$ cat src/rtl/core/mlbc_pkg.sv
// Package for the multi-LED blink controller.
// Holds the action and mode codes, field widths and defaults.
// It has no dependencies; every other file of the block imports it.
`default_nettype none

package mlbc_pkg;

  // Field widths of the input and result transactions.
  localparam int ActionW   = 2;
  localparam int IndexW    = 4;
  localparam int ModeW     = 2;
  localparam int IntervalW = 16;
  localparam int ElapsedW  = 16;
  localparam int CountW    = 32;
  localparam int VisW      = 4;

  // Parameter defaults and limits.
  localparam int NumLedsDefault = 4;
  localparam int MaxLeds        = 16;

  // Action codes.
  localparam logic [ActionW-1:0] ACT_SET_MODE = 2'd0;
  localparam logic [ActionW-1:0] ACT_TICK     = 2'd1;
  localparam logic [ActionW-1:0] ACT_QUERY    = 2'd2;

  // Mode codes; any other code darkens the LED.
  localparam logic [ModeW-1:0] MODE_OFF   = 2'd0;
  localparam logic [ModeW-1:0] MODE_ON    = 2'd1;
  localparam logic [ModeW-1:0] MODE_BLINK = 2'd2;

  // Interval used when a blink request gives zero, and reset values.
  localparam logic [IntervalW-1:0] DEFAULT_INTERVAL = 16'd500;
  localparam logic [VisW-1:0]      MASK_RESET       = 4'hF;

  // Result of one pass of the shared counter step unit.
  typedef struct packed {
    logic [CountW-1:0] count;
    logic              toggle;
  } step_res_t;

endpackage

`default_nettype wire

$ cat src/rtl/core/mlbc_in_if.sv
// Input channel of the multi-LED blink controller: valid, ready and payload.
// Depends on mlbc_pkg for the field widths.
`default_nettype none

interface mlbc_in_if;
  import mlbc_pkg::*;

  logic                 valid;
  logic                 ready;
  logic [ActionW-1:0]   action;
  logic [IndexW-1:0]    led_index;
  logic [ModeW-1:0]     new_mode;
  logic [IntervalW-1:0] blink_ms;
  logic [ElapsedW-1:0]  tick_ms;

  modport source (output valid, action, led_index, new_mode, blink_ms, tick_ms,
                  input ready);
  modport sink (input valid, action, led_index, new_mode, blink_ms, tick_ms,
                output ready);
endinterface

`default_nettype wire

$ cat src/rtl/core/mlbc_out_if.sv
// Result channel of the multi-LED blink controller: valid, ready and payload.
// Depends on mlbc_pkg for the field widths.
`default_nettype none

interface mlbc_out_if;
  import mlbc_pkg::*;

  logic            valid;
  logic            ready;
  logic [VisW-1:0] pin_levels;
  logic [VisW-1:0] lit_bits;
  logic            queried_on;
  logic            status;

  modport source (output valid, pin_levels, lit_bits, queried_on, status,
                  input ready);
  modport sink (input valid, pin_levels, lit_bits, queried_on, status,
                output ready);
endinterface

`default_nettype wire

$ cat src/rtl/core/mlbc_step.sv
// Shared counter step unit: saturating add of elapsed time, then a
// compare and subtract against the blink interval. Depends on mlbc_pkg.
`default_nettype none

module mlbc_step (
  input  wire logic [mlbc_pkg::CountW-1:0]    count_in,
  input  wire logic [mlbc_pkg::ElapsedW-1:0]  elapsed,
  input  wire logic [mlbc_pkg::IntervalW-1:0] interval,
  output mlbc_pkg::step_res_t                 res
);
  import mlbc_pkg::*;

  logic [CountW:0]   sum;
  logic [CountW-1:0] sat;
  logic [CountW:0]   diff;

  // Add with saturation at the counter's full scale.
  assign sum = {1'b0, count_in} + {(CountW + 1 - ElapsedW)'(1'b0), elapsed};
  assign sat = sum[CountW] ? {CountW{1'b1}} : sum[CountW-1:0];

  // A subtraction without borrow means the interval has been reached.
  assign diff = {1'b0, sat} - {(CountW + 1 - IntervalW)'(1'b0), interval};

  assign res = {(diff[CountW] ? sat : diff[CountW-1:0]), ~diff[CountW]};
endmodule

`default_nettype wire

$ cat src/rtl/core/multi_led_blink_controller_unit.sv
// Multi-LED blink controller: top level with sequencer and LED state.
// A set_mode or query passes through the RUN and FIN states before the result
// handshake; a rejected index, a zero tick or an unknown action goes straight
// to FIN; a tick stays in RUN until every LED is visited, since the one shared
// step unit visits one LED per cycle. A new transaction is taken only once the
// result is gone.
// Reset (rst_n low, synchronous): all LEDs off, intervals 500, mask all ones.
// Depends on mlbc_pkg, mlbc_in_if, mlbc_out_if and mlbc_step.
`default_nettype none

module multi_led_blink_controller_unit #(
  parameter int NUM_LEDS = mlbc_pkg::NumLedsDefault
) (
  input  wire logic                      clk,
  input  wire logic                      rst_n,
  mlbc_in_if.sink                        in_chan,
  mlbc_out_if.source                     out_chan,
  input  wire logic                      cfg_we,
  input  wire logic [mlbc_pkg::VisW-1:0] cfg_wdata
);
  import mlbc_pkg::*;

  localparam int IdxW = (NUM_LEDS > 1) ? $clog2(NUM_LEDS) : 1;

  // Sequencer state codes.
  localparam logic [1:0] ST_IDLE = 2'd0;
  localparam logic [1:0] ST_RUN  = 2'd1;
  localparam logic [1:0] ST_FIN  = 2'd2;

  logic [1:0] state_r, state_nxt;
  logic [IdxW-1:0] cnt_r, cnt_nxt;

  // Latched transaction fields.
  logic [ActionW-1:0]   act_r;
  logic [ModeW-1:0]     mode_in_r;
  logic [IntervalW-1:0] ivl_in_r;
  logic [ElapsedW-1:0]  el_in_r;
  logic                 status_r;

  // Per-LED state.
  logic [ModeW-1:0]     led_mode_r [NUM_LEDS];
  logic [IntervalW-1:0] interval_r [NUM_LEDS];
  logic [CountW-1:0]    count_r    [NUM_LEDS];
  logic [NUM_LEDS-1:0]  lit_r;
  logic [VisW-1:0]      mask_r;

  // Result register.
  logic            out_valid_r;
  logic [VisW-1:0] out_pins_r;
  logic [VisW-1:0] out_lits_r;
  logic            out_queried_r;
  logic            out_status_r;

  logic          accept;
  logic          idx_ok;
  logic          last_led;
  logic [MaxLeds-1:0] lit_ext;
  logic [MaxLeds-1:0] exist_ext;
  logic [VisW-1:0]    lit_vis;
  logic [VisW-1:0]    pin_vis;
  step_res_t     step_res;

  assign in_chan.ready = (state_r == ST_IDLE) && !out_valid_r;
  assign accept        = in_chan.valid && in_chan.ready;
  assign idx_ok        = {1'b0, in_chan.led_index} < (IndexW + 1)'(NUM_LEDS);
  assign last_led      = cnt_r == IdxW'(NUM_LEDS - 1);

  // Shared step unit works on the LED the counter points at.
  mlbc_step u_step (
    .count_in (count_r[cnt_r]),
    .elapsed  (el_in_r),
    .interval (interval_r[cnt_r]),
    .res      (step_res)
  );

  // Sequencer next state and LED counter.
  always_comb begin
    state_nxt = state_r;
    cnt_nxt   = cnt_r;
    unique case (state_r)
      ST_IDLE: begin
        if (accept) begin
          if ((in_chan.action == ACT_SET_MODE || in_chan.action == ACT_QUERY) && idx_ok) begin
            cnt_nxt   = in_chan.led_index[IdxW-1:0];
            state_nxt = ST_RUN;
          end else if (in_chan.action == ACT_TICK && in_chan.tick_ms != '0) begin
            cnt_nxt   = '0;
            state_nxt = ST_RUN;
          end else begin
            state_nxt = ST_FIN;
          end
        end
      end
      ST_RUN: begin
        if (act_r != ACT_TICK || last_led) begin
          state_nxt = ST_FIN;
        end else begin
          cnt_nxt = cnt_r + IdxW'(1);
        end
      end
      ST_FIN: begin
        state_nxt = ST_IDLE;
      end
      default: begin
        state_nxt = ST_IDLE;
      end
    endcase
  end

  // Control registers.
  always_ff @(posedge clk) begin
    if (!rst_n) begin
      state_r <= ST_IDLE;
      cnt_r   <= '0;
    end else begin
      state_r <= state_nxt;
      cnt_r   <= cnt_nxt;
    end
  end

  // Capture the transaction fields on acceptance.
  always_ff @(posedge clk) begin
    if (accept) begin
      act_r     <= in_chan.action;
      mode_in_r <= in_chan.new_mode;
      ivl_in_r  <= in_chan.blink_ms;
      el_in_r   <= in_chan.tick_ms;
      status_r  <= (in_chan.action == ACT_SET_MODE || in_chan.action == ACT_QUERY) && !idx_ok;
    end
  end

  // Active-level mask register.
  always_ff @(posedge clk) begin
    if (!rst_n) begin
      mask_r <= MASK_RESET;
    end else if (cfg_we) begin
      mask_r <= cfg_wdata;
    end
  end

  // LED state: set_mode reprograms one LED, a tick steps each blinking LED.
  always_ff @(posedge clk) begin
    if (!rst_n) begin
      for (int i = 0; i < NUM_LEDS; i++) begin
        led_mode_r[i] <= MODE_OFF;
        interval_r[i] <= DEFAULT_INTERVAL;
        count_r[i]    <= '0;
      end
      lit_r <= '0;
    end else if (state_r == ST_RUN) begin
      if (act_r == ACT_SET_MODE) begin
        led_mode_r[cnt_r] <= mode_in_r;
        count_r[cnt_r]    <= '0;
        if (mode_in_r == MODE_BLINK) begin
          interval_r[cnt_r] <= (ivl_in_r != '0) ? ivl_in_r : DEFAULT_INTERVAL;
        end
        lit_r[cnt_r] <= (mode_in_r == MODE_ON) || (mode_in_r == MODE_BLINK);
      end else if (act_r == ACT_TICK && led_mode_r[cnt_r] == MODE_BLINK) begin
        count_r[cnt_r] <= step_res.count;
        if (step_res.toggle) begin
          lit_r[cnt_r] <= ~lit_r[cnt_r];
        end
      end
    end
  end

  // Visible LEDs and their pin levels after polarity.
  assign lit_ext   = MaxLeds'(lit_r);
  assign exist_ext = MaxLeds'({NUM_LEDS{1'b1}});
  assign lit_vis   = lit_ext[VisW-1:0];
  assign pin_vis   = (lit_vis & mask_r) | (~lit_vis & ~mask_r & exist_ext[VisW-1:0]);

  // Result register: loaded at the end of the sequence, freed on handshake.
  always_ff @(posedge clk) begin
    if (!rst_n) begin
      out_valid_r <= 1'b0;
    end else if (state_r == ST_FIN) begin
      out_valid_r <= 1'b1;
    end else if (out_chan.ready) begin
      out_valid_r <= 1'b0;
    end
  end

  always_ff @(posedge clk) begin
    if (state_r == ST_FIN) begin
      out_pins_r    <= pin_vis;
      out_lits_r    <= lit_vis;
      out_status_r  <= status_r;
      out_queried_r <= (act_r == ACT_SET_MODE || act_r == ACT_QUERY) && !status_r
                       && lit_r[cnt_r];
    end
  end

  assign out_chan.valid      = out_valid_r;
  assign out_chan.pin_levels = out_pins_r;
  assign out_chan.lit_bits   = out_lits_r;
  assign out_chan.queried_on = out_queried_r;
  assign out_chan.status     = out_status_r;
endmodule

`default_nettype wire
$ cat src/flat_wrapper.sv
// flat-port wrapper written by rule: the top's interface ports become plain ports
module multi_led_blink_controller_unit_flat import mlbc_pkg::*;
#(
  parameter int NUM_LEDS = mlbc_pkg::NumLedsDefault
)
  (clk, rst_n, cfg_we, cfg_wdata, in_chan_valid, in_chan_action, in_chan_led_index, in_chan_new_mode, in_chan_blink_ms, in_chan_tick_ms, in_chan_ready, out_chan_valid, out_chan_pin_levels, out_chan_lit_bits, out_chan_queried_on, out_chan_status, out_chan_ready);
  mlbc_in_if in_chan_i ();
  mlbc_out_if out_chan_i ();
  input  wire logic clk;
  input  wire logic rst_n;
  input  wire logic cfg_we;
  input  wire logic [mlbc_pkg::VisW-1:0] cfg_wdata;
  input wire logic [$bits(in_chan_i.valid)-1:0] in_chan_valid;
  input wire logic [$bits(in_chan_i.action)-1:0] in_chan_action;
  input wire logic [$bits(in_chan_i.led_index)-1:0] in_chan_led_index;
  input wire logic [$bits(in_chan_i.new_mode)-1:0] in_chan_new_mode;
  input wire logic [$bits(in_chan_i.blink_ms)-1:0] in_chan_blink_ms;
  input wire logic [$bits(in_chan_i.tick_ms)-1:0] in_chan_tick_ms;
  output wire logic [$bits(in_chan_i.ready)-1:0] in_chan_ready;
  output wire logic [$bits(out_chan_i.valid)-1:0] out_chan_valid;
  output wire logic [$bits(out_chan_i.pin_levels)-1:0] out_chan_pin_levels;
  output wire logic [$bits(out_chan_i.lit_bits)-1:0] out_chan_lit_bits;
  output wire logic [$bits(out_chan_i.queried_on)-1:0] out_chan_queried_on;
  output wire logic [$bits(out_chan_i.status)-1:0] out_chan_status;
  input wire logic [$bits(out_chan_i.ready)-1:0] out_chan_ready;
  assign in_chan_i.valid = in_chan_valid;
  assign in_chan_i.action = in_chan_action;
  assign in_chan_i.led_index = in_chan_led_index;
  assign in_chan_i.new_mode = in_chan_new_mode;
  assign in_chan_i.blink_ms = in_chan_blink_ms;
  assign in_chan_i.tick_ms = in_chan_tick_ms;
  assign in_chan_ready = in_chan_i.ready;
  assign out_chan_valid = out_chan_i.valid;
  assign out_chan_pin_levels = out_chan_i.pin_levels;
  assign out_chan_lit_bits = out_chan_i.lit_bits;
  assign out_chan_queried_on = out_chan_i.queried_on;
  assign out_chan_status = out_chan_i.status;
  assign out_chan_i.ready = out_chan_ready;
  multi_led_blink_controller_unit #(.NUM_LEDS(NUM_LEDS)) u_core (.clk(clk), .rst_n(rst_n), .in_chan(in_chan_i), .out_chan(out_chan_i), .cfg_we(cfg_we), .cfg_wdata(cfg_wdata));
endmodule
$ cat config.mk
export PLATFORM = sky130hd
export DESIGN_NAME = multi_led_blink_controller_unit_flat
export DESIGN_NICKNAME = d
export VERILOG_FILES = /design/src/rtl/core/mlbc_pkg.sv /design/src/rtl/core/mlbc_in_if.sv /design/src/rtl/core/mlbc_out_if.sv /design/src/rtl/core/mlbc_step.sv /design/src/rtl/core/multi_led_blink_controller_unit.sv /design/src/flat_wrapper.sv
export SDC_FILE = /design/constraint.sdc
export NUM_CORES = 1
export LEC_CHECK = 0
export BUFFER_PORTS_ARGS = -buffer_cell sky130_fd_sc_hd__buf_2
export CAP_MARGIN = 20
export CORE_MARGIN = 5
export CORE_UTILIZATION = 50
export CTS_CLUSTER_DIAMETER = 30
export DETAILED_ROUTE_END_ITERATION = 6
export GPL_TIMING_DRIVEN = 0
export PLACE_DENSITY = 0.78
export SYNTH_ARGS = -nofsm -noshare
export SYNTH_HDL_FRONTEND = slang
export SYNTH_SLANG_ARGS = --single-unit
export TNS_END_PERCENT = 10
$ cat constraint.sdc
create_clock -name clk -period 11.9 [get_ports clk]
set_clock_uncertainty 0.15 [all_clocks]
set_input_delay 1.19 -clock clk [delete_from_list [all_inputs] [get_ports clk]]
set_output_delay 1.19 -clock clk [all_outputs]
set_load 0.05 [all_outputs]
==> flow_summary.json <==
{
  "drv_cap": 0,
  "syn-num-nets": 1184,
  "setup_tns_ps": 0,
  "drt_iter0_drc": 1109,
  "synth_area_per_cell_sq_um": 12.22,
  "die_x_um": 173.6,
  "crit_arrival_ps": 9210,
  "drv_slew": 0,
  "grt_pass1_vias": 9539,
  "grt.total_usage_pct": 22.07,
  "place_ws_ps": 2935,
  "status": "finished, final reports clean",
  "crit_path_start_kind": "flop",
  "cpMostUsedCell": "nor2_1",
  "path_max_fanout": 11,
  "finalHoldViolCount": 0,
  "wire_per_inst_um": 21.23,
  "p_leak_uw": 0.005923,
  "ys_types": 74,
  "area_delta_synth_final_pct": 17.79,
  "finalNonFillerCells": 1581,
  "cts_setup_buffers": 0,
  "clk_pin_slew_ps": 60,
  "setup_viol": 0,
  "period_needed_ps": 9117,
  "seq_area_frac_synth_pct": 57.64,
  "rsz0062_at_grt": "no",
  "syn_area_sq_um": 13390,
  "clk_latency_ps": 540,
  "placed_cells": 1497,
  "worst_slack_ps": 2783,
  "worst_path_largest_cell_delay_ps": 740,
  "place.gp.congestion": 0.9604,
  "drive_above_1_share_pct": 17.91,
  "cts_num_sinks": 262,
  "grt_max_degree": 40,
  "async_flop_share_pct": 0,
  "dieHeight_um": 173.6,
  "synth_area_leader_cell": "edfxtp_1",
  "netlist.area_leader.share_pct": 55.40,
  "grt_pass1_wl_um": 52740,
  "placed_area_sq_um": 14320,
  "antenna_found_initial": 1,
  "crit_family": "buffers and inverters",
  "crit_type": "flop to flop",
  "worstMarginPinSlew_ps": 1154,
  "ios": 61,
  "vias_per_cell": 5.992,
  "postRouteWirelength_um": 33560,
  "p_per_area_nw_per_um2": 181.7,
  "ys_ff_latch": 262,
  "design_area_sq_um": 15770,
  "final_common_cell": "edfxtp_1",
  "drc": 0,
  "vias": 9473,
  "hold_buffers": 0,
  "fin_crit_sh_pct": 76.61,
  "yosys-top-cells-area": "edfxtp_1 55%, mux4_2 8.2%, nor2_1 5.6%",
  "fmax_ghz": 0.1097,
  "rows": 59,
  "fin_nets": 1297,
  "cts.htree.levels": 2,
  "cp-end-kind": "flop",
  "clockBufferDepth": 3,
  "root_buffer": "clkbuf_16",
  "postSynthCellCount": 1096,
  "synthFlopType": "edfxtp_1",
  "synth_edf_count": 247,
  "peakVddDrop_mv": 0.1589,
  "numCtsBuffers": 44,
  "first_pass_iters": 5,
  "mostFrequentLayoutCells": "247 x edfxtp_1, 201 x nor2_1, 95 x nand2_1",
  "cts_tree": "done",
  "hold_class": "flop to flop",
  "initial_core_util_pct": 51.09,
  "numPortBuffers": 59,
  "crit_path_top_delay_cell": "buf_1",
  "nFillCells": 1923,
  "worstPathRequired_ps": 11990,
  "ctsResizeCount": 0,
  "hold_slack_ps": 317.6,
  "yosysWarningCount": 0,
  "dp_hpwl_um": 23530,
  "dieArea_sq_um": 30150,
  "core-area_sq_um": 26210,
  "grt_overflow": 0,
  "postRouteAntennaNets": 0,
  "slew_headroom_pct": 22.44,
  "crit_buf_inv": 7
}
-- final timing paths --
check,slack [ps],end,start,cells past startpoint
worst max register to register,2780,u_core.count_r[1][14],flop,28
worst max-delay path,2780,u_core.count_r[1][14],flop,28
worst min register to register,320,u_core.out_chan.status,u_core.status_r,0
worst min-delay path,320,u_core.out_chan.status,u_core.status_r,0
-- state kept, by name, indices dropped and copies added, names as in the netlist, 2 cells and up, named ones only --
register,count
u_core.act_r,2
u_core.cnt_r,2
u_core.count_r,128
u_core.el_in_r,16
u_core.interval_r,64
u_core.ivl_in_r,16
u_core.led_mode_r,8
u_core.lit_r,4
u_core.mask_r,4
u_core.mode_in_r,2
u_core.out_chan.lit_bits,4
u_core.out_chan.pin_levels,4
u_core.state_r,2
-- area by class of cell --
type | count | area, sq um | share of cell area [%]
Antenna cell | 1 | 2.502 | 0.01587
Buffer | 46 | 219.0 | 1.389
Clock buffer | 48 | 1116 | 7.078
Clock inverter | 34 | 321.6 | 2.039
Inverter | 45 | 168.9 | 1.071
Multi-Input combinational cell | 743 | 5354 | 33.95
Sequential cell | 262 | 7717 | 48.94
Tap cell | 335 | 419.2 | 2.658
Timing Repair Buffer | 67 | 450.4 | 2.856
-- worst reg2reg max path: cells and delay by family, from the launching register on --
| kind | cells | cell delay, ps |
|---|---|---|
| simple gates | 8 | 1500 |
| mux | 2 | 1100 |
| flops | 1 | 320 |
| compound gates | 8 | 2240 |
| fa+ha+maj | 3 | 1080 |
| buf+inv | 7 | 2440 |
-- metal layers --
metal	global-route usage, %	up-vias	routed length [um]
met1	30.23	4615	13350
met2	35.95	478	16270
met4	6.532	2	697
met3	4.646	62	3234
li1	-	4316	-
met5	0	-	7
-- through the flow --
stage,utilization (%),total power [uW]
after floorplan,-,1497
after global placement,53.81,1631
after detailed placement,54.65,1648
after CTS,60.13,2865
after global routing,60.16,2982
final,60.17,2865
-- cell usage after synthesis (4+ instances only) --
cell,n
a211oi_1,10
and4_1,4
nand3_1,22
mux4_2,49
xnor2_1,30
o21ai_0,23
o31ai_1,4
ha_1,37
edfxtp_1,247
and2_1,13
a22o_1,4
nand2_1,95
dfxtp_1,15
xor2_1,13
nand4_1,10
a211o_1,5
a21o_1,17
clkbuf_1,33
or3_1,4
nor2_1,201
o21ai_1,9
o21bai_1,8
nand2b_1,8
o21a_1,5
nor2b_1,6
a21boi_0,5
nor3_1,7
nor4_1,12
mux2i_1,20
and3_1,18
inv_1,45
a21oi_1,48
-- where the power goes --
| group | switching (uW) | internal [uW] | leakage (uW) |
|---|---|---|---|
| combinational | 377 | 204 | 0.00268 |
| clock | 458 | 756 | 0.000689 |
| sequential | 17.0 | 1050 | 0.00255 |
-- cells by family after synthesis --
group                      share of synthesized area, %
xor gates and xnor gates                          2.813
and+or+nand+nor                                   14.44
buffers and inverters                             2.897
muxes                                             9.991
AOI/OAI and AO/OA                                 8.458
DFF                                               57.64
adders and majority gates                         3.757
Power figures use the tool's default switching activity.
